$ cat src/rtl/assert_macros.svh
// Assertion macros for the RTL of the priority set (included by the top file).
// No dependencies; include with the bare file name.
`ifndef ASSERT_MACROS_SVH
`define ASSERT_MACROS_SVH

// Condition holds at every clock edge outside reset.
`define ASSERT_ALWAYS(label, clk, rst_n, cond, msg) \
    label: assert property (@(posedge clk) disable iff (!rst_n) (cond)) else $error(msg);

// Consequent holds in the same cycle as the antecedent.
`define ASSERT_IMPLIES(label, clk, rst_n, ante, cons, msg) \
    label: assert property (@(posedge clk) disable iff (!rst_n) (ante) |-> (cons)) else $error(msg);

`endif

$ cat src/rtl/dept_pkg.sv
// Package for the double-ended priority set: operation, status and cell mode codes,
// and the control struct broadcast to the cell chain. No dependencies.
`default_nettype none

package dept_pkg;

    // Operation kinds on the input channel
    localparam logic [1:0] KIND_INSERT  = 2'd0;
    localparam logic [1:0] KIND_POP_MIN = 2'd1;
    localparam logic [1:0] KIND_POP_MAX = 2'd2;
    localparam logic [1:0] KIND_REMOVE  = 2'd3;

    // Result status codes
    localparam logic [1:0] STAT_DONE   = 2'd0;
    localparam logic [1:0] STAT_DUP    = 2'd1;
    localparam logic [1:0] STAT_FULL   = 2'd2;
    localparam logic [1:0] STAT_ABSENT = 2'd3;

    // Cell update modes
    localparam logic [1:0] MODE_HOLD   = 2'd0;
    localparam logic [1:0] MODE_INSERT = 2'd1;
    localparam logic [1:0] MODE_CLOSE  = 2'd2;
    localparam logic [1:0] MODE_SHIFT  = 2'd3;

    typedef struct packed {
        logic       cmp_en;
        logic [1:0] mode;
    } cell_ctrl_t;

endpackage

`default_nettype wire

$ cat src/rtl/dept_cell.sv
// One cell of the sorted key chain: holds one key and its compare flags.
// Depends on dept_pkg.
`default_nettype none

module dept_cell
    import dept_pkg::*;
#(
    parameter int KEY_WIDTH = 32
) (
    input  wire logic                        aclk,
    input  wire cell_ctrl_t                  ctrl,
    input  wire logic signed [KEY_WIDTH-1:0] cmp_key,
    input  wire logic signed [KEY_WIDTH-1:0] ins_key,
    input  wire logic                        occupied,
    input  wire logic                        left_lt,
    input  wire logic signed [KEY_WIDTH-1:0] left_key,
    input  wire logic signed [KEY_WIDTH-1:0] right_key,
    output logic signed [KEY_WIDTH-1:0]      key_o,
    output logic                             lt_o,
    output logic                             eq_o
);

    logic signed [KEY_WIDTH-1:0] key_reg;
    logic signed [KEY_WIDTH-1:0] key_next;
    logic                        lt_reg;
    logic                        eq_reg;

    always_comb begin
        key_next = key_reg;
        case (ctrl.mode)
            MODE_INSERT: begin
                // first cell at or above the new key takes it; later ones move up
                if (!lt_reg) begin
                    key_next = left_lt ? ins_key : left_key;
                end
            end
            MODE_CLOSE: begin
                if (!lt_reg) begin
                    key_next = right_key;
                end
            end
            MODE_SHIFT: begin
                key_next = right_key;
            end
            default: begin
                key_next = key_reg;
            end
        endcase
    end

    always_ff @(posedge aclk) begin
        key_reg <= key_next;
        if (ctrl.cmp_en) begin
            lt_reg <= occupied && (key_reg < cmp_key);
            eq_reg <= occupied && (key_reg == cmp_key);
        end
    end

    assign key_o = key_reg;
    assign lt_o  = lt_reg;
    assign eq_o  = eq_reg;

endmodule

`default_nettype wire

$ cat config.mk
export PLATFORM = sky130hd
export DESIGN_NAME = dept_cell
export DESIGN_NICKNAME = d
export VERILOG_FILES = /design/src/rtl/assert_macros.svh /design/src/rtl/dept_pkg.sv /design/src/rtl/dept_cell.sv
export SDC_FILE = /design/constraint.sdc
export NUM_CORES = 1
export LEC_CHECK = 0
export ABC_AREA = 0
export BUFFER_PORTS_ARGS = -buffer_cell sky130_fd_sc_hd__buf_4
export CORE_UTILIZATION = 43
export DETAILED_ROUTE_END_ITERATION = 6
export GPL_ROUTABILITY_DRIVEN = 0
export PLACE_DENSITY = 0.81
export SETUP_SLACK_MARGIN = 0.3
export SYNTH_ARGS = -nofsm -noshare
export SYNTH_HDL_FRONTEND = slang
export SYNTH_SLANG_ARGS = --single-unit
$ cat constraint.sdc
create_clock -name aclk -period 2.2 [get_ports aclk]
set_input_delay 0.22 -clock aclk [delete_from_list [all_inputs] [get_ports aclk]]
set_output_delay 0.22 -clock aclk [all_outputs]
set_load 0.005 [all_outputs]
==> results by group <==
Clock network
  • Post-CTS Hold Buffers: 0
  • Clock Path Buffers: 2
  • Skew-Pair Late Insertion Delay: 0.28 ns
  • Clock sinks: 34
  • H-tree depth: 2
  • CTS Buf Count: 5
  • Clk pin slew, worst setup/hold paths: 0.07 ns
  • CTS root buf: clkbuf_8
  • CTS tree: built

Route
  • ANT nets after route: 0
  • Drt wl/cell: 14.17 um
  • Drt pass-1 iters: 4
  • Vias: 2463
  • DRC: 0
  • Vias/cell: 4.916
  • DR iter-0 viols: 150
  • Drt total wl: 7098 um

Floorplanning
  • Width of the die: 78.71 um
  • Die area: 0.006194 mm^2
  • Starting Density: 0.4539
  • Core area: 0.005574 mm^2
  • IO Pins: 168
  • Cell Rows: 27
  • Die Height: 78.71 um

Setup path
  • Slowest cell on the critical path: edfxtp_1
  • Startpoint Class: register
  • Terminus of the critical flop-to-flop path: lt_o$_DFFE_PP_
  • Critical path capture point type: register
  • Critical path class: register to register
  • Required time worst endpoint: 2.23 ns
  • CP max stage delay: 0.45 ns
  • Reg2reg start: key_o[11]$_DFFE_PP_
  • WP data arrival: 1.91 ns
  • FF-to-FF path depth: 6
  • Worst reg-to-reg setup slack: 0.32 ns
  • Worst path cell trace: ha_4 > nand4_1 > nor4_4 > a22oi_2 > a21oi_2 > mux2i_1
  • WP buf/inv: 0
  • Max FO, Critical Path: 3
  • CP delay by family, top: simple AND/OR/NAND/NOR gates

Flow run
  • Max Cap Viol: 0

Timing
  • Fraction of the cycle the final worst path needs: 0.8528
  • Final Max Slew Viols: 0
  • Final Hold Fails: 0
  • Clk_skew: 0.005389 ns
  • RSZ-0062 raised after global routing: true
  • Worst-margin pin slew: 0.5367 ns
  • Setup TNS Final: 0 ns
  • Min Tclk post-route: 1.876 ns
  • Final Setup Violations: 0
  • Fmax achieved: 0.5330 GHz
  • Max_slew headroom: 0.6422

Power and ir drop
  • Worst VDD drop: 436.5 uV
  • Static leakage: 0.002074 uW
  • Cell area power density: 535.9 mW/mm^2
  • Final total power: 2178 uW

Layout
  • Nets: 594
  • Share of layout cells above drive strength 1: 0.4429
  • Fin util: 0.7293
  • Antenna diodes: 0
  • Highest-count cells in the layout ignoring fill and taps: buf_4, nand2_1, o21ai_0
  • Fin area: 0.004065 mm^2
  • Commonest non-fill, non-tap cell in the layout: buf_4
  • Syn-to-layout area delta: 60.68%

Global route
  • Gr ovfl total: 0
  • Initial antenna violation count: 0
  • Vias in the first global route: 2566
  • Global-route wire length before repair: 11300 um
  • Largest net degree at the start of global routing: 41
  • GRT Overall Usage: 0.2335

Place
  • Placed Area: 0.003844 mm^2
  • I/O Buffers: 167
  • HPWL after DPL: 5959 um

Synthesis
  • Post-synthesis sequential area ratio: 0.4036
  • Syn nets: 427
  • Synth cell types: 25
  • Flop and latch count out of synthesis: 34
  • Post-Syn Area: 0.002530 mm^2
  • Yosys warns: 0
  • Post-Syn Area per Cell: 9.693 um^2
  • Cells after Synth: 261

Min path
  • Endpoint, Worst Hold: eq_o$_DFFE_PP_
  • Hold crit path type: primary input to register
  • HP Start: ctrl[2]
  • Hold path depth: 1

Status
  • Outcome: finished clean
-- metrics by stage --
stage                     hold slack, ns  cells  setup WS (ns)
after detailed placement          0.4400    491         0.2669
final                             0.1498    501         0.3239
after global routing              0.1399    501         0.2408
after floorplan                   0.3325    261         0.4149
after global placement            0.4384    491         0.3565
after CTS                         0.1421    500         0.3025
-- cells by family after synthesis --
logic type / share of synthesized area
fa+ha+maj: 0.1622
compound gates: 0.1335
simple gates: 0.1004
buf+inv: 0.06973
mux: 0.1306
flops: 0.4036
-- registers in the layout, summed over array words and instances (netlist names) --
name,cells
key_o,32
lt_o,1
eq_o,1
-- cells in the mapped netlist, drive strengths merged --
cell type   n  area (um^2)
nand2      40        150.1
o21ai      37        185.2
inv        35        131.4
edfxtp     34         1021
mux2i      33        330.3
ha         32        400.4
a21oi      16        87.59
clkbuf      8        30.03
nand4       6        43.79
buf         3        15.01
nand3       3        15.01
a21o        2        15.01
nor2        2        7.510
nor4        2        18.77
o21a        2        15.01
a2111oi     1        27.53
a22oi       1        7.510
maj3        1        10.01
nand2b      1        6.260
nand3b      1        7.510
nor3        1        5.000
-- final cells by class --
cell class / count / area (um^2)
fillers: 440 / 1509
multi-input cells: 181 / 1406
repair buffers: 171 / 1284
flip-flops and latches: 34 / 1021
inverters: 35 / 131.4
well taps: 72 / 90.09
clock buffers: 5 / 68.82
clock inverters: 3 / 63.81
-- what timing repair did --
| action | 4_1_cts | 5_1_grt |
|---|---|---|
| gates resized for setup | 6 | 2 |
| setup endpoints to repair | 1 | 1 |
| pin swaps | 3 | 4 |
| buffers inserted | 1 | 1 |
-- power by group --
part           leakage [uW]  switching (uW)  internal [uW]
Combinational       0.00167             276            376
Sequential         0.000342            42.0            802
Clock             0.0000658             234            449
Total               0.00207             552           1630
-- per-layer routing --
layer	track usage	wire length, um
met5	0	0
met4	0.1000	178
met2	0.4365	3819
met3	0.03563	378
met1	0.2600	2721
-- worst register-to-register path: cells and delay by family, from the launching register on --
| kind | cells | cell delay [ns] |
|---|---|---|
| DFF | 1 | 0.45 |
| AOI/OAI and AO/OA | 2 | 0.24 |
| and+or+nand+nor | 2 | 0.55 |
| muxes | 1 | 0.08 |
| adders and majority gates | 1 | 0.31 |
-- worst max-delay path by stage --
| stage | from | to | slack [ns] | depth (start not counted) |
|---|---|---|---|---|
| floorplan | key_o[9]$_DFFE_PP_ | lt_o$_DFFE_PP_ | 0.41 | 7 |
| global placement | key_o[9]$_DFFE_PP_ | lt_o$_DFFE_PP_ | 0.36 | 7 |
| detailed placement | key_o[11]$_DFFE_PP_ | lt_o$_DFFE_PP_ | 0.27 | 6 |
| CTS | key_o[14]$_DFFE_PP_ | lt_o$_DFFE_PP_ | 0.30 | 6 |
| global route | key_o[11]$_DFFE_PP_ | lt_o$_DFFE_PP_ | 0.24 | 6 |
| finish | key_o[11]$_DFFE_PP_ | lt_o$_DFFE_PP_ | 0.32 | 6 |
(Power assumes the default switching activity.)
